**src/hdl/sqlss_pkg.sv**
```systemverilog
// Package for the SQL statement splitter: scanner state codes, action bits,
// character constants and the result word layout. No dependencies.
package sqlss_pkg;

    typedef enum logic [15:0] {
        ST_WHTE = 16'h0001,   // leading whitespace
        ST_BODY = 16'h0002,
        ST_LCOM = 16'h0004,   // inside a line comment
        ST_LCO1 = 16'h0008,   // one dash held
        ST_LCO2 = 16'h0010,   // two dashes held
        ST_CCOM = 16'h0020,
        ST_CCO1 = 16'h0040,
        ST_CCO2 = 16'h0080,
        ST_SSTR = 16'h0100,
        ST_SST1 = 16'h0200,
        ST_DSTR = 16'h0400,
        ST_DST1 = 16'h0800,
        ST_BQTS = 16'h1000,   // escape inside single-quoted string
        ST_BQTD = 16'h2000,   // escape inside double-quoted string
        ST_LIT  = 16'h4000,   // back-quoted name
        ST_TERM = 16'h8000    // statement end, never stored
    } t_scan_state;

    typedef struct packed {
        logic copy;
        logic hold;
        logic xfer;
        logic drop;
    } t_action;

    typedef struct packed {
        logic       char_valid;
        logic [7:0] out_char;
        logic       stmt_end;
        logic       last;
    } t_result;

    localparam int RES_DEPTH = 3;

    localparam logic [7:0] C_SPACE  = 8'h20;
    localparam logic [7:0] C_TAB    = 8'h09;
    localparam logic [7:0] C_LF     = 8'h0A;
    localparam logic [7:0] C_CR     = 8'h0D;
    localparam logic [7:0] C_FF     = 8'h0C;
    localparam logic [7:0] C_HASH   = 8'h23;
    localparam logic [7:0] C_SQUOTE = 8'h27;
    localparam logic [7:0] C_DQUOTE = 8'h22;
    localparam logic [7:0] C_DASH   = 8'h2D;
    localparam logic [7:0] C_SLASH  = 8'h2F;
    localparam logic [7:0] C_STAR   = 8'h2A;
    localparam logic [7:0] C_BTICK  = 8'h60;
    localparam logic [7:0] C_SEMI   = 8'h3B;
    localparam logic [7:0] C_BSLASH = 8'h5C;

endpackage

```
**src/hdl/sqlss_if.sv**
```systemverilog
// Valid/ready channel interfaces for the SQL statement splitter.
// Input channel carries one script byte, output channel one result word.
interface sqlss_in_if;
    logic       valid;
    logic       ready;
    logic [7:0] in_byte;
    logic       end_of_script;

    modport source (output valid, output in_byte, output end_of_script, input ready);
    modport sink   (input valid, input in_byte, input end_of_script, output ready);
endinterface

interface sqlss_out_if;
    logic       valid;
    logic       ready;
    logic       char_valid;
    logic [7:0] out_char;
    logic       stmt_end;
    logic       last;

    modport source (output valid, output char_valid, output out_char, output stmt_end,
                    output last, input ready);
    modport sink   (input valid, input char_valid, input out_char, input stmt_end,
                    input last, output ready);
endinterface

```
**src/hdl/sql_statement_splitter.sv**
```systemverilog
// SQL statement splitter top level: input register, scanner, result buffer.
// Depends on sqlss_pkg and the channel interfaces in sqlss_if.sv.
//
//  channel | dir | word                                   | handshake
//  --------+-----+----------------------------------------+-----------
//  i_in    | in  | in_byte[7:0], end_of_script            | valid/ready
//  o_out   | out | char_valid, out_char[7:0], stmt_end,   | valid/ready
//          |     | last                                   |
//
// Flow: a byte waits in the input register, then the scanner writes its 1 to 3
// result words into the result buffer. A byte that makes one word flows at one
// byte per cycle while the output takes each word; after a byte that releases
// held dashes, the next byte waits until the single output port drains the buffer.
// Reset (i_rst_n low, synchronous) empties both registers and returns the
// scanner to leading whitespace with nothing held.
// Stalls: the input register keeps taking bytes while the last buffered word
// waits, as long as that word leaves in the same cycle the next one loads.
module sql_statement_splitter
    import sqlss_pkg::*;
(
    input  logic               i_clk,
    input  logic               i_rst_n,
    sqlss_in_if.sink           i_in,
    sqlss_out_if.source        o_out
);

    // input register
    logic        r_in_valid;
    logic [7:0]  r_in_byte;
    logic        r_in_eos;

    // scanner state
    t_scan_state r_state;
    logic [7:0]  r_held [2];
    logic [1:0]  r_held_cnt;

    // result buffer, head at entry 0
    t_result     r_res [RES_DEPTH];
    logic [1:0]  r_res_cnt;

    t_scan_state n_state;
    t_action     act;
    logic        is_ws;
    logic        fin;
    logic [1:0]  xfer_cnt;
    logic [1:0]  emit_cnt;
    logic [7:0]  emit [RES_DEPTH];
    t_result     n_res [RES_DEPTH];
    logic [1:0]  n_res_cnt;
    logic        pop;
    logic        load_ok;
    logic        proc;

    assign pop     = o_out.valid && o_out.ready;
    assign load_ok = (r_res_cnt == 2'd0) || ((r_res_cnt == 2'd1) && pop);
    assign proc    = r_in_valid && load_ok;

    assign i_in.ready       = !r_in_valid || load_ok;
    assign o_out.valid      = (r_res_cnt != 2'd0);
    assign o_out.char_valid = r_res[0].char_valid;
    assign o_out.out_char   = r_res[0].out_char;
    assign o_out.stmt_end   = r_res[0].stmt_end;
    assign o_out.last       = r_res[0].last;

    assign is_ws = (r_in_byte == C_SPACE) || (r_in_byte == C_TAB) || (r_in_byte == C_LF)
                || (r_in_byte == C_CR) || (r_in_byte == C_FF);

    // Scanner transition. Unlisted pairs stay put and copy the byte.
    always_comb begin
        act     = '{copy: 1'b1, hold: 1'b0, xfer: 1'b0, drop: 1'b0};
        n_state = r_state;
        unique case (r_state)
            ST_BODY: begin
                if (r_in_byte == C_HASH) begin
                    act.copy = 1'b0;
                    n_state  = ST_LCOM;
                end else if (r_in_byte == C_SQUOTE) begin
                    n_state = ST_SSTR;
                end else if (r_in_byte == C_DASH) begin
                    act.copy = 1'b0;
                    act.hold = 1'b1;
                    n_state  = ST_LCO1;
                end else if (r_in_byte == C_SLASH) begin
                    n_state = ST_CCO1;
                end else if (r_in_byte == C_DQUOTE) begin
                    n_state = ST_DSTR;
                end else if (r_in_byte == C_BTICK) begin
                    n_state = ST_LIT;
                end else if (r_in_byte == C_SEMI) begin
                    act.copy = 1'b0;
                    n_state  = ST_TERM;
                end
            end
            ST_BQTD: n_state = ST_DSTR;
            ST_BQTS: n_state = ST_SSTR;
            ST_CCO1: n_state = (r_in_byte == C_STAR)  ? ST_CCOM : ST_BODY;
            ST_CCO2: n_state = (r_in_byte == C_SLASH) ? ST_BODY : ST_CCOM;
            ST_CCOM: n_state = (r_in_byte == C_STAR)  ? ST_CCO2 : ST_CCOM;
            ST_DST1: begin
                if (r_in_byte == C_DQUOTE)    n_state = ST_DSTR;
                else if (r_in_byte == C_SEMI) n_state = ST_TERM;
                else                          n_state = ST_BODY;
            end
            ST_DSTR: begin
                if (r_in_byte == C_DQUOTE)      n_state = ST_DST1;
                else if (r_in_byte == C_BSLASH) n_state = ST_BQTD;
            end
            ST_LCO1, ST_LCO2: begin
                if ((r_state == ST_LCO1) && (r_in_byte == C_DASH)) begin
                    act.copy = 1'b0;
                    act.hold = 1'b1;
                    n_state  = ST_LCO2;
                end else if ((r_state == ST_LCO2)
                             && ((r_in_byte == C_SPACE) || (r_in_byte == C_TAB))) begin
                    // "-- " or "--<tab>" opens a line comment: held dashes vanish
                    act.copy = 1'b0;
                    act.drop = 1'b1;
                    n_state  = ST_LCOM;
                end else begin
                    act.xfer = 1'b1;
                    if (r_in_byte == C_SQUOTE)      n_state = ST_SSTR;
                    else if (r_in_byte == C_DQUOTE) n_state = ST_DSTR;
                    else                            n_state = ST_BODY;
                end
            end
            ST_LCOM: begin
                act.copy = 1'b0;
                n_state  = (r_in_byte == C_LF) ? ST_BODY : ST_LCOM;
            end
            ST_SST1: begin
                if (r_in_byte == C_SQUOTE)    n_state = ST_SSTR;
                else if (r_in_byte == C_SEMI) n_state = ST_TERM;
                else                          n_state = ST_BODY;
            end
            ST_SSTR: begin
                if (r_in_byte == C_SQUOTE)      n_state = ST_SST1;
                else if (r_in_byte == C_BSLASH) n_state = ST_BQTS;
            end
            ST_LIT: n_state = (r_in_byte == C_BTICK) ? ST_BODY : ST_LIT;
            default: begin
                // leading whitespace, and any stray code
                if (is_ws) begin
                    act.copy = 1'b0;
                    n_state  = ST_WHTE;
                end else begin
                    n_state = ST_BODY;
                end
            end
        endcase
    end

    assign fin      = (n_state == ST_TERM) || r_in_eos;
    assign xfer_cnt = act.xfer ? r_held_cnt : 2'd0;
    assign emit_cnt = xfer_cnt + {1'b0, act.copy};

    // released dashes first, then the copied byte
    assign emit[0] = (xfer_cnt >= 2'd1) ? r_held[0] : r_in_byte;
    assign emit[1] = (xfer_cnt >= 2'd2) ? r_held[1] : r_in_byte;
    assign emit[2] = r_in_byte;

    always_comb begin
        for (int k = 0; k < RES_DEPTH; k++) begin
            n_res[k].char_valid = 1'b1;
            n_res[k].out_char   = emit[k];
            n_res[k].last       = (2'(k) == emit_cnt - 2'd1);
            n_res[k].stmt_end   = (2'(k) == emit_cnt - 2'd1) && fin;
        end
        n_res_cnt = emit_cnt;
        if (emit_cnt == 2'd0) begin
            // nothing emitted: one empty word
            n_res[0]  = '{char_valid: 1'b0, out_char: 8'h00, stmt_end: fin, last: 1'b1};
            n_res_cnt = 2'd1;
        end
    end

    always_ff @(posedge i_clk) begin
        if (!i_rst_n) begin
            r_in_valid <= 1'b0;
            r_state    <= ST_WHTE;
            r_held_cnt <= 2'd0;
            r_res_cnt  <= 2'd0;
        end else begin
            if (i_in.ready) begin
                r_in_valid <= i_in.valid;
            end
            if (proc) begin
                r_state   <= fin ? ST_WHTE : n_state;
                r_res_cnt <= n_res_cnt;
                if (fin || act.xfer || act.drop) begin
                    r_held_cnt <= 2'd0;
                end else if (act.hold && (r_held_cnt < 2'd2)) begin
                    r_held_cnt <= r_held_cnt + 2'd1;
                end
            end else if (pop) begin
                r_res_cnt <= r_res_cnt - 2'd1;
            end
        end
    end

    // payload registers
    always_ff @(posedge i_clk) begin
        if (i_in.valid && i_in.ready) begin
            r_in_byte <= i_in.in_byte;
            r_in_eos  <= i_in.end_of_script;
        end
        if (proc && act.hold && (r_held_cnt < 2'd2)) begin
            r_held[r_held_cnt[0]] <= r_in_byte;
        end
        if (proc) begin
            for (int k = 0; k < RES_DEPTH; k++) begin
                r_res[k] <= n_res[k];
            end
        end else if (pop) begin
            for (int k = 0; k < RES_DEPTH - 1; k++) begin
                r_res[k] <= r_res[k+1];
            end
        end
    end

endmodule

```
**src/flat_wrapper.sv**
```systemverilog
// flat-port wrapper written by rule: the top's interface ports become plain ports
module sql_statement_splitter_flat import sqlss_pkg::*;
  (i_clk, i_rst_n, i_in_valid, i_in_in_byte, i_in_end_of_script, i_in_ready, o_out_valid, o_out_char_valid, o_out_out_char, o_out_stmt_end, o_out_last, o_out_ready);
  sqlss_in_if i_in_i ();
  sqlss_out_if o_out_i ();
  input  logic i_clk;
  input  logic i_rst_n;
  input wire logic [$bits(i_in_i.valid)-1:0] i_in_valid;
  input wire logic [$bits(i_in_i.in_byte)-1:0] i_in_in_byte;
  input wire logic [$bits(i_in_i.end_of_script)-1:0] i_in_end_of_script;
  output wire logic [$bits(i_in_i.ready)-1:0] i_in_ready;
  output wire logic [$bits(o_out_i.valid)-1:0] o_out_valid;
  output wire logic [$bits(o_out_i.char_valid)-1:0] o_out_char_valid;
  output wire logic [$bits(o_out_i.out_char)-1:0] o_out_out_char;
  output wire logic [$bits(o_out_i.stmt_end)-1:0] o_out_stmt_end;
  output wire logic [$bits(o_out_i.last)-1:0] o_out_last;
  input wire logic [$bits(o_out_i.ready)-1:0] o_out_ready;
  assign i_in_i.valid = i_in_valid;
  assign i_in_i.in_byte = i_in_in_byte;
  assign i_in_i.end_of_script = i_in_end_of_script;
  assign i_in_ready = i_in_i.ready;
  assign o_out_valid = o_out_i.valid;
  assign o_out_char_valid = o_out_i.char_valid;
  assign o_out_out_char = o_out_i.out_char;
  assign o_out_stmt_end = o_out_i.stmt_end;
  assign o_out_last = o_out_i.last;
  assign o_out_i.ready = o_out_ready;
  sql_statement_splitter u_core (.i_clk(i_clk), .i_rst_n(i_rst_n), .i_in(i_in_i), .o_out(o_out_i));
endmodule
```
**config.mk**
```make
export PLATFORM = sky130hd
export DESIGN_NAME = sql_statement_splitter_flat
export DESIGN_NICKNAME = d
export VERILOG_FILES = /design/src/hdl/sqlss_pkg.sv /design/src/hdl/sqlss_if.sv /design/src/hdl/sql_statement_splitter.sv /design/src/flat_wrapper.sv
export SDC_FILE = /design/constraint.sdc
export NUM_CORES = 1
export LEC_CHECK = 0
export BUFFER_PORTS_ARGS = -buffer_cell sky130_fd_sc_hd__clkbuf_2
export CORE_ASPECT_RATIO = 0.9
export CORE_MARGIN = 3
export CORE_UTILIZATION = 30
export CTS_BUF_LIST = sky130_fd_sc_hd__clkbuf_4 sky130_fd_sc_hd__clkbuf_8
export DETAILED_ROUTE_END_ITERATION = 10
export GPL_ROUTABILITY_DRIVEN = 0
export PLACE_DENSITY = 0.42
export REMOVE_ABC_BUFFERS = 1
export SYNTH_ARGS = -nofsm -noshare
export SYNTH_HDL_FRONTEND = slang
export SYNTH_SLANG_ARGS = --single-unit
```
**constraint.sdc**
```tcl
create_clock -name i_clk -period 4.5 [get_ports i_clk]
set_clock_uncertainty 0.2 [all_clocks]
set_input_delay 0.9 -clock i_clk [delete_from_list [all_inputs] [get_ports i_clk]]
set_output_delay 0.9 -clock i_clk [all_outputs]
set_load 0.02 [all_outputs]
```
==> metrics.txt, run 1 <==
# TYPE chip_impl_metric gauge
chip_impl_info{name="status",value="finished, final reports clean"} 1
chip_impl_metric{name="grt_first_pass_wirelength",unit="mm"} 17.25
chip_impl_metric{name="placement_rows",unit=""} 40
chip_impl_metric{name="crit_path_max_fanout",unit=""} 12
chip_impl_metric{name="grt_max_degree",unit=""} 32
chip_impl_metric{name="synth_enable_flop_cells",unit=""} 56
chip_impl_metric{name="post_dp_cell_area",unit="um^2"} 4410
chip_impl_metric{name="power.switching",unit="W"} 0.0004824
chip_impl_metric{name="detailedPlacementHpwl",unit="mm"} 7.604
chip_impl_metric{name="clkSlewWorstSetupHoldPaths",unit="ps"} 90
chip_impl_metric{name="horiz_die_dim",unit="um"} 130.7
chip_impl_metric{name="max_fclk",unit="MHz"} 296.2
chip_impl_info{name="worstSetupEndpointType",value="flop"} 1
chip_impl_metric{name="switching_share",unit="%"} 28.09
chip_impl_metric{name="synthArstFlopShare",unit="%"} 0
chip_impl_metric{name="fin_crit",unit="ps"} 3377
chip_impl_metric{name="power.leakage",unit="nW"} 1.600
chip_impl_info{name="rsz0062_at_grt",value="false"} 1
chip_impl_metric{name="fin_setup_tns",unit="ps"} 0
chip_impl_metric{name="slew_headroom",unit="%"} 39.70
chip_impl_metric{name="multi_input_comb_area",unit="um^2"} 1887
chip_impl_metric{name="die_area",unit="um^2"} 15450
chip_impl_metric{name="number_of_filler_cells_placed_in_the_layout",unit=""} 1392
chip_impl_metric{name="avgViaCountPerCell",unit=""} 5.286
chip_impl_metric{name="fraction_of_the_mapped_netlist_area_in_simple_logic_gates",unit="%"} 24.77
chip_impl_metric{name="post-route-cell-area",unit="um^2"} 4639
chip_impl_info{name="timing.critical_path.from_type",value="flop"} 1
chip_impl_metric{name="detailedRoute.firstIterationViolations",unit=""} 245
chip_impl_metric{name="cts_inserted_buffers",unit=""} 9
chip_impl_metric{name="postSynthRegisterBits",unit=""} 77
chip_impl_metric{name="min_path_cells",unit=""} 2
chip_impl_metric{name="ff2ff_setup_slack",unit="ps"} 1120
chip_impl_metric{name="drt_wl_total",unit="mm"} 10.57
chip_impl_metric{name="die_h",unit="um"} 118.2
chip_impl_info{name="synth_top_flop_cell",value="edfxtp_1"} 1
chip_impl_metric{name="post_drt_wl_per_cell",unit="um"} 18.01
chip_impl_metric{name="clock_tree.htree_level_count",unit=""} 3
chip_impl_metric{name="drive_above_1_share",unit="%"} 17.66
chip_impl_metric{name="synth_top_area_share",unit="%"} 40.06
chip_impl_info{name="crit_type",value="reg -> reg"} 1
chip_impl_info{name="timing.critical_path.cells",value="or4b_4 -> and4bb_2 -> nor3_1 -> nand2_1 -> nand4_1 -> ha_1 -> nand4b_1 -> a31o_2 -> o21ai_1"} 1
chip_impl_metric{name="layout.area.seq",unit="um^2"} 2102
chip_impl_metric{name="grt_overflow",unit=""} 0
chip_impl_metric{name="synthMuxAreaShare",unit="%"} 4.054
chip_impl_metric{name="clock_tree.buffer_depth",unit=""} 2
chip_impl_metric{name="hold_viol",unit=""} 0
chip_impl_metric{name="timing_max_transition_violations_final",unit=""} 0
chip_impl_info{name="critical_path_s_slowest_cell",value="or4b_4"} 1
chip_impl_metric{name="initial_cell_density_of_the_core",unit="%"} 31.06
chip_impl_metric{name="worst_path_largest_cell_delay",unit="ps"} 670
chip_impl_metric{name="groute.usage.overall",unit="%"} 14.66
chip_impl_info{name="synth.most_common_cell",value="edfxtp_1"} 1
chip_impl_metric{name="netlist-cell-type-count",unit=""} 68
chip_impl_metric{name="intPower",unit="W"} 0.001235
chip_impl_metric{name="ctsHoldBuffers",unit=""} 0
chip_impl_metric{name="drt_pass1_iterations",unit=""} 4
chip_impl_info{name="synth_top_family_by_area",value="simple AND/OR/NAND/NOR gates"} 1
chip_impl_metric{name="power_frac_comb",unit="%"} 13.2
chip_impl_metric{name="antenna_left",unit=""} 0
chip_impl_metric{name="io_pins",unit=""} 26
chip_impl_metric{name="drv.max_cap_violation_count",unit=""} 0
chip_impl_metric{name="cts_resized",unit=""} 0
chip_impl_metric{name="cts_num_sinks",unit=""} 77
chip_impl_metric{name="antenna-diode-count",unit=""} 0
chip_impl_info{name="synth.area.top_cells",value="edfxtp_1 40%, dfxtp_1 10%, nand2_1 4.3%"} 1
chip_impl_metric{name="synth_compound_area_share",unit="%"} 13.50
chip_impl_metric{name="power.share.clock",unit="%"} 35.7
chip_impl_metric{name="fp.coreArea",unit="um^2"} 13510
chip_impl_metric{name="worstPathArrival",unit="ps"} 3410
chip_impl_metric{name="postCtsSetupRepairBufs",unit=""} 0
chip_impl_metric{name="grt_antenna_before_repair",unit=""} 0
chip_impl_info{name="synth_largest_area_cell",value="edfxtp_1"} 1
chip_impl_metric{name="setup-violations-final",unit=""} 0
chip_impl_metric{name="synth_seq_area_share",unit="%"} 50.07
chip_impl_metric{name="yosys_warnings",unit=""} 0
chip_impl_metric{name="cellPowerDensity",unit="nW/um^2"} 370.2
chip_impl_metric{name="timing_worst_slew_pin_value",unit="ps"} 902.4
chip_impl_info{name="kind_of_path_behind_the_tightest_hold_check",value="reg -> reg"} 1
chip_impl_metric{name="fin_worst_hold_slack",unit="ps"} 324.7
chip_impl_metric{name="worst_ep_required_time",unit="ps"} 4530
chip_impl_metric{name="timing.reg2reg.worst_path_depth",unit=""} 9
chip_impl_metric{name="layout.nets",unit=""} 430
chip_impl_info{name="cts.root.buffer_cell",value="clkbuf_8"} 1
chip_impl_metric{name="mappedNetlistArea",unit="um^2"} 4198
chip_impl_metric{name="clk_latency",unit="ps"} 380
chip_impl_metric{name="ir_worst_vdd",unit="uV"} 130.2
chip_impl_metric{name="postSynthCellCount",unit=""} 404
chip_impl_metric{name="drt_drc_violations_left",unit=""} 0
chip_impl_metric{name="power.share.sequential",unit="%"} 51.1
chip_impl_metric{name="area.growth.synth_to_final",unit="%"} 10.52
chip_impl_metric{name="syn_avg_cell_area",unit="um^2"} 10.39
chip_impl_metric{name="post_route_clock_period_utilization",unit="%"} 75.04
chip_impl_info{name="synth.top_cells.by_count",value="56 x edfxtp_1, 48 x nand2_1, 22 x nor2_1"} 1
chip_impl_metric{name="io_buffer_count",unit=""} 25
chip_impl_metric{name="vias",unit=""} 3103
chip_impl_info{name="tritoncts",value="yes"} 1
chip_impl_metric{name="xor_and_xnor_fraction_of_the_mapped_netlist_area",unit="%"} 1.669
chip_impl_metric{name="vias_in_the_first_global_route",unit=""} 3019
chip_impl_metric{name="yosys.area_share.adder",unit="%"} 0.8942
==> metal layers <==
| layer | up-vias | wire (um) | part of all wire, % | global-route usage [%] |
|---|---|---|---|---|
| met2 | 63 | 4596 | 43 | 20.73 |
| met4 | 0 | 163 | 1.5 | 4.177 |
| met3 | 16 | 451 | 4.3 | 4.293 |
| met1 | 1489 | 5362 | 51 | 21.59 |
| li1 | 1535 | - | - | - |
| met5 | - | 0 | 0 | 0 |
==> power by group through the flow <==
stage | sequential, W | clock (W) | combinational [W]
2_1_floorplan | 0.000906 | 0 | 0.000128
3_3_place_gp | 0.000895 | 0 | 0.000232
3_5_place_dp | 0.000895 | 0 | 0.000233
4_1_cts | 0.000879 | 0.000639 | 0.000234
5_1_grt | 0.000887 | 0.000667 | 0.000258
6_report | 0.000878 | 0.000614 | 0.000226
==> critical path, delay by kind of cell, from the launching register on <==
kind	cells	cell delay, ps
compound gates	2	550
fa+ha+maj	1	250
flops	1	560
simple gates	6	1690
==> path summary, 6_finish.rpt <==
path,start,to
hold reg to reg,u_core.r_res[1][3],u_core.r_res[0][14]
setup / recovery,u_core.r_in_byte[4],u_core.r_res[0][6]
hold / removal,u_core.r_res[1][3],u_core.r_res[0][14]
setup reg to reg,u_core.r_in_byte[4],u_core.r_res[0][6]
==> flip-flops by register name, summed over array words and instances (netlist names) <==
name,flops
u_core.r_res,31
u_core.r_state,16
u_core.r_held_cnt,2
u_core.r_in_byte,8
u_core.r_in_eos,1
u_core.r_held,16
u_core.r_res_cnt,2
u_core.r_in_valid,1
==> layout by cell type (no fill, tap or decap), types with 4 or more instances in the layout <==
cell	instances
buf_4	7
inv_1	8
xor2_1	6
nor2_1	21
nand4_1	8
dfxtp_1	21
edfxtp_1	56
o21a_1	4
nand3_1	6
nand2b_1	7
mux2i_1	17
nand4b_1	7
clkbuf_2	25
nand2_1	48
o21ai_1	10
nor3_1	15
nor4_1	5
and2_1	10
nor2b_1	6
a31o_2	4
clkbuf_8	9
o21ai_0	21
a21oi_1	10
nor4b_1	10
==> stage by stage <==
stage                     power (W)  instances  worst slack [ps]  utilization, %
final                      0.001718        587              1123           34.33
after global routing       0.001811        587             865.3           34.33
after CTS                  0.001752        587              1103           34.33
after detailed placement   0.001128        571              1115           32.64
after global placement     0.001127        571              1240           32.64
after floorplan            0.001034        371             665.6               -
==> logic make-up (layout without fill, tap and decap cells) <==
family / after synthesis / after routing
DFF: 77 / 77
AOI/OAI and AO/OA: 82 / 82
buffers and inverters: 42 / 57
adders and majority gates: 3 / 3
and+or+nand+nor: 175 / 175
muxes: 17 / 17
xor gates and xnor gates: 8 / 8
==> cell type report <==
class | count | share of cell area (%)
well taps | 168 | 4.531
clock inverters | 7 | 2.265
repair buffers | 32 | 3.830
clock buffers | 9 | 2.670
flip-flops and latches | 77 | 45.31
inverters | 9 | 0.7282
multi-input cells | 285 | 40.67
Power figures use the tool's default switching activity.
==> run 2, diff against run 1 <==
Settings changed: PLACE_DENSITY 0.42 to 0.44.
Clock period 4.5 ns to 2.74 ns, I/O delays scaled along.
==> run 2 against run 1 <==
Effect of this change: the flow now finishes with violations (setup timing); via count rose by 13%; core utilization grew 7.2 points; sequential power rose by 62%; die area unchanged; critical path type unchanged; highest routed layer unchanged.
==> metrics.txt, run 2 (synthesis results as in run 1) <==
# TYPE chip_impl_metric gauge
chip_impl_info{name="status",value="finished with violations"} 1
chip_impl_info{name="failed_checks",value="setup timing"} 1
chip_impl_metric{name="power.switching",unit="W"} 0.0007969
chip_impl_metric{name="layout.nets",unit=""} 532
chip_impl_metric{name="grt_overflow",unit=""} 0
chip_impl_metric{name="power.share.clock",unit="%"} 31.5
chip_impl_metric{name="io_buffer_count",unit=""} 25
chip_impl_metric{name="cts_inserted_buffers",unit=""} 9
chip_impl_metric{name="horiz_die_dim",unit="um"} 130.7
chip_impl_metric{name="drive_above_1_share",unit="%"} 38.77
chip_impl_metric{name="setup-violations-final",unit=""} 33
chip_impl_metric{name="area.growth.synth_to_final",unit="%"} 33.68
chip_impl_metric{name="vias",unit=""} 3500
chip_impl_metric{name="avgViaCountPerCell",unit=""} 5.080
chip_impl_metric{name="post-route-cell-area",unit="um^2"} 5612
chip_impl_metric{name="io_pins",unit=""} 26
chip_impl_info{name="holdCritStartpoint",value="i_in_end_of_script"} 1
chip_impl_metric{name="antenna-diode-count",unit=""} 0
chip_impl_metric{name="drt_pass1_iterations",unit=""} 5
chip_impl_info{name="tritoncts",value="yes"} 1
chip_impl_metric{name="placement_rows",unit=""} 40
chip_impl_metric{name="clk_latency",unit="ps"} 370
chip_impl_metric{name="grt_antenna_before_repair",unit=""} 0
chip_impl_metric{name="timing_max_transition_violations_final",unit=""} 0
chip_impl_metric{name="largest_reg_flops",unit=""} 31
chip_impl_metric{name="vias_in_the_first_global_route",unit=""} 3535
chip_impl_metric{name="grt_first_pass_wirelength",unit="mm"} 18.02
chip_impl_metric{name="intPower",unit="W"} 0.002022
chip_impl_metric{name="power.share.sequential",unit="%"} 50.2
chip_impl_metric{name="power_frac_comb",unit="%"} 18.3
chip_impl_metric{name="number_of_filler_cells_placed_in_the_layout",unit=""} 1347
chip_impl_info{name="layout_common_cells",value="97 x buf_4, 56 x edfxtp_1, 45 x nand2_1, 25 x clkbuf_2"} 1
chip_impl_info{name="reg2reg_to",value="u_core.r_res[0][9]"} 1
chip_impl_metric{name="clock_tree.buffer_depth",unit=""} 2
chip_impl_metric{name="placed_cells_incl_taps",unit=""} 663
chip_impl_metric{name="min_path_cells",unit=""} 1
chip_impl_info{name="kind_of_path_behind_the_tightest_hold_check",value="in -> reg"} 1
chip_impl_metric{name="detailedRoute.firstIterationViolations",unit=""} 269
chip_impl_metric{name="hold_viol",unit=""} 0
chip_impl_metric{name="ir_worst_vdd",unit="uV"} 257.4
chip_impl_info{name="timing.critical_path.from_type",value="flop"} 1
chip_impl_metric{name="clock_tree.htree_level_count",unit=""} 3
chip_impl_metric{name="slew_headroom",unit="%"} 63.44
chip_impl_metric{name="antenna_left",unit=""} 0
chip_impl_info{name="max_flop_register",value="u_core.r_res"} 1
chip_impl_metric{name="post_drt_wl_per_cell",unit="um"} 16.26
chip_impl_info{name="worstHoldEndpoint",value="u_core.r_in_eos"} 1
chip_impl_metric{name="post_route_clock_period_utilization",unit="%"} 106.4
chip_impl_metric{name="timing.reg2reg.worst_path_depth",unit=""} 9
chip_impl_metric{name="timing_worst_slew_pin_value",unit="ps"} 548.4
chip_impl_metric{name="drt_wl_total",unit="mm"} 11.20
chip_impl_metric{name="drt_drc_violations_left",unit=""} 0
chip_impl_metric{name="crit_path_max_fanout",unit=""} 8
chip_impl_metric{name="die_h",unit="um"} 118.2
chip_impl_metric{name="grt_max_degree",unit=""} 25
chip_impl_metric{name="fin_crit",unit="ps"} 2917
chip_impl_metric{name="cts_num_sinks",unit=""} 77
chip_impl_info{name="rsz0062_at_grt",value="true"} 1
chip_impl_metric{name="ff2ff_setup_slack",unit="ps"} -180
chip_impl_metric{name="power.leakage",unit="nW"} 2.138
chip_impl_metric{name="die_area",unit="um^2"} 15450
chip_impl_metric{name="fin_worst_hold_slack",unit="ps"} 146.6
chip_impl_metric{name="groute.usage.overall",unit="%"} 14.96
chip_impl_metric{name="max_fclk",unit="MHz"} 342.9
chip_impl_metric{name="detailedPlacementHpwl",unit="mm"} 8.358
chip_impl_metric{name="clkSlewWorstSetupHoldPaths",unit="ps"} 90
chip_impl_info{name="worstSetupEndpointType",value="flop"} 1
chip_impl_info{name="leading_cell_type_in_the_layout_fill_and_taps_excluded",value="buf_4"} 1
chip_impl_metric{name="post_dp_cell_area",unit="um^2"} 5126
chip_impl_info{name="crit_type",value="reg -> reg"} 1
chip_impl_metric{name="instances_no_fill",unit=""} 689
chip_impl_metric{name="worst_ep_required_time",unit="ps"} 2780
chip_impl_metric{name="worstPathArrival",unit="ps"} 2960
chip_impl_metric{name="cellPowerDensity",unit="nW/um^2"} 502.3
chip_impl_info{name="r2r_start",value="u_core.r_in_byte[6]"} 1
chip_impl_metric{name="layout_setup_ws",unit="ps"} -176.6
chip_impl_metric{name="fp.coreArea",unit="um^2"} 13510
chip_impl_metric{name="switching_share",unit="%"} 28.27
chip_impl_metric{name="initial_cell_density_of_the_core",unit="%"} 31.06
chip_impl_metric{name="ctsHoldBuffers",unit=""} 0
chip_impl_info{name="cts.root.buffer_cell",value="clkbuf_8"} 1
chip_impl_metric{name="drv.max_cap_violation_count",unit=""} 0
run 2: cell types whose count changed in the layout (fill, tap and decap cells not counted), sizes merged:
cell	change
clkbuf	+1
buf	+102
inv	-1
clkinvlp	+1
bufinv	-1
run 2: worst max-delay path: stages, from the launching register on:
cell and delay, ps:
edfxtp_1 420, or4b_4 580, and4bb_2 350, nor3_2 60, nand2_2 90, nand4_1 130, ha_2 200, nand4b_1 260
a31o_4 350, o21ai_1 140
run 2: worst max path at each step:
stage / startpoint / to / depth (start not counted)
after global placement: u_core.r_in_byte[4] / u_core.r_res[0][6] / 9
after global routing: u_core.r_in_byte[6] / u_core.r_res[0][7] / 9
after CTS: u_core.r_in_byte[6] / u_core.r_res[0][2] / 9
after floorplan: u_core.r_res_cnt[0] / u_core.r_res[0][12] / 8
final: u_core.r_in_byte[6] / u_core.r_res[0][9] / 9
after detailed placement: u_core.r_in_byte[4] / u_core.r_res[0][2] / 9
run 2: cell type report:
| cell class | instances | area [um^2] | share of cell area (%) |
|---|---|---|---|
| clock buffers | 10 | 131.4 | 2.341 |
| inverters | 9 | 33.78 | 0.6020 |
| repair buffers | 134 | 1010 | 17.99 |
| well taps | 168 | 210.2 | 3.746 |
| multi-input cells | 285 | 2053 | 36.59 |
| clock inverters | 6 | 71.32 | 1.271 |
| flip-flops and latches | 77 | 2102 | 37.46 |
run 2: metrics by stage:
stage | TNS [ps] | total power [W] | setup slack, ps | utilization, %
final | -2745 | 0.002819 | -176.6 | 41.53
after CTS | -2680 | 0.002836 | -157.1 | 40.39
after detailed placement | -6760 | 0.001925 | -322.3 | 37.94
after global placement | -5384 | 0.001919 | -203.5 | 37.94
after floorplan | -17460 | 0.001698 | -762.6 | -
after global routing | -6776 | 0.002956 | -315.3 | 41.53
run 2: timing repair:
item,CTS,global route
gates resized for setup,25,30
setup buffers,4,6
endpoints found under the hold margin,0,0
endpoints found under the setup margin,35,50
pin swaps,19,15
cloned,0,0
run 2: power groups by stage:
| stage | sequential (W) | clock [W] | combinational [W] |
|---|---|---|---|
| final | 0.00142 | 0.000887 | 0.000516 |
| after global routing | 0.00143 | 0.000954 | 0.000576 |
| after detailed placement | 0.00144 | 0 | 0.000483 |
| after floorplan | 0.00149 | 0 | 0.000210 |
| after CTS | 0.00142 | 0.000919 | 0.000500 |
| after global placement | 0.00144 | 0 | 0.000477 |
run 2: per-layer routing:
layer	track usage (%)	up-vias	part of all wire, %
met5	0	-	0
li1	-	1732	-
met1	20.73	1678	49
met4	6.041	0	2.4
met2	22.13	66	45
met3	3.796	24	3.9
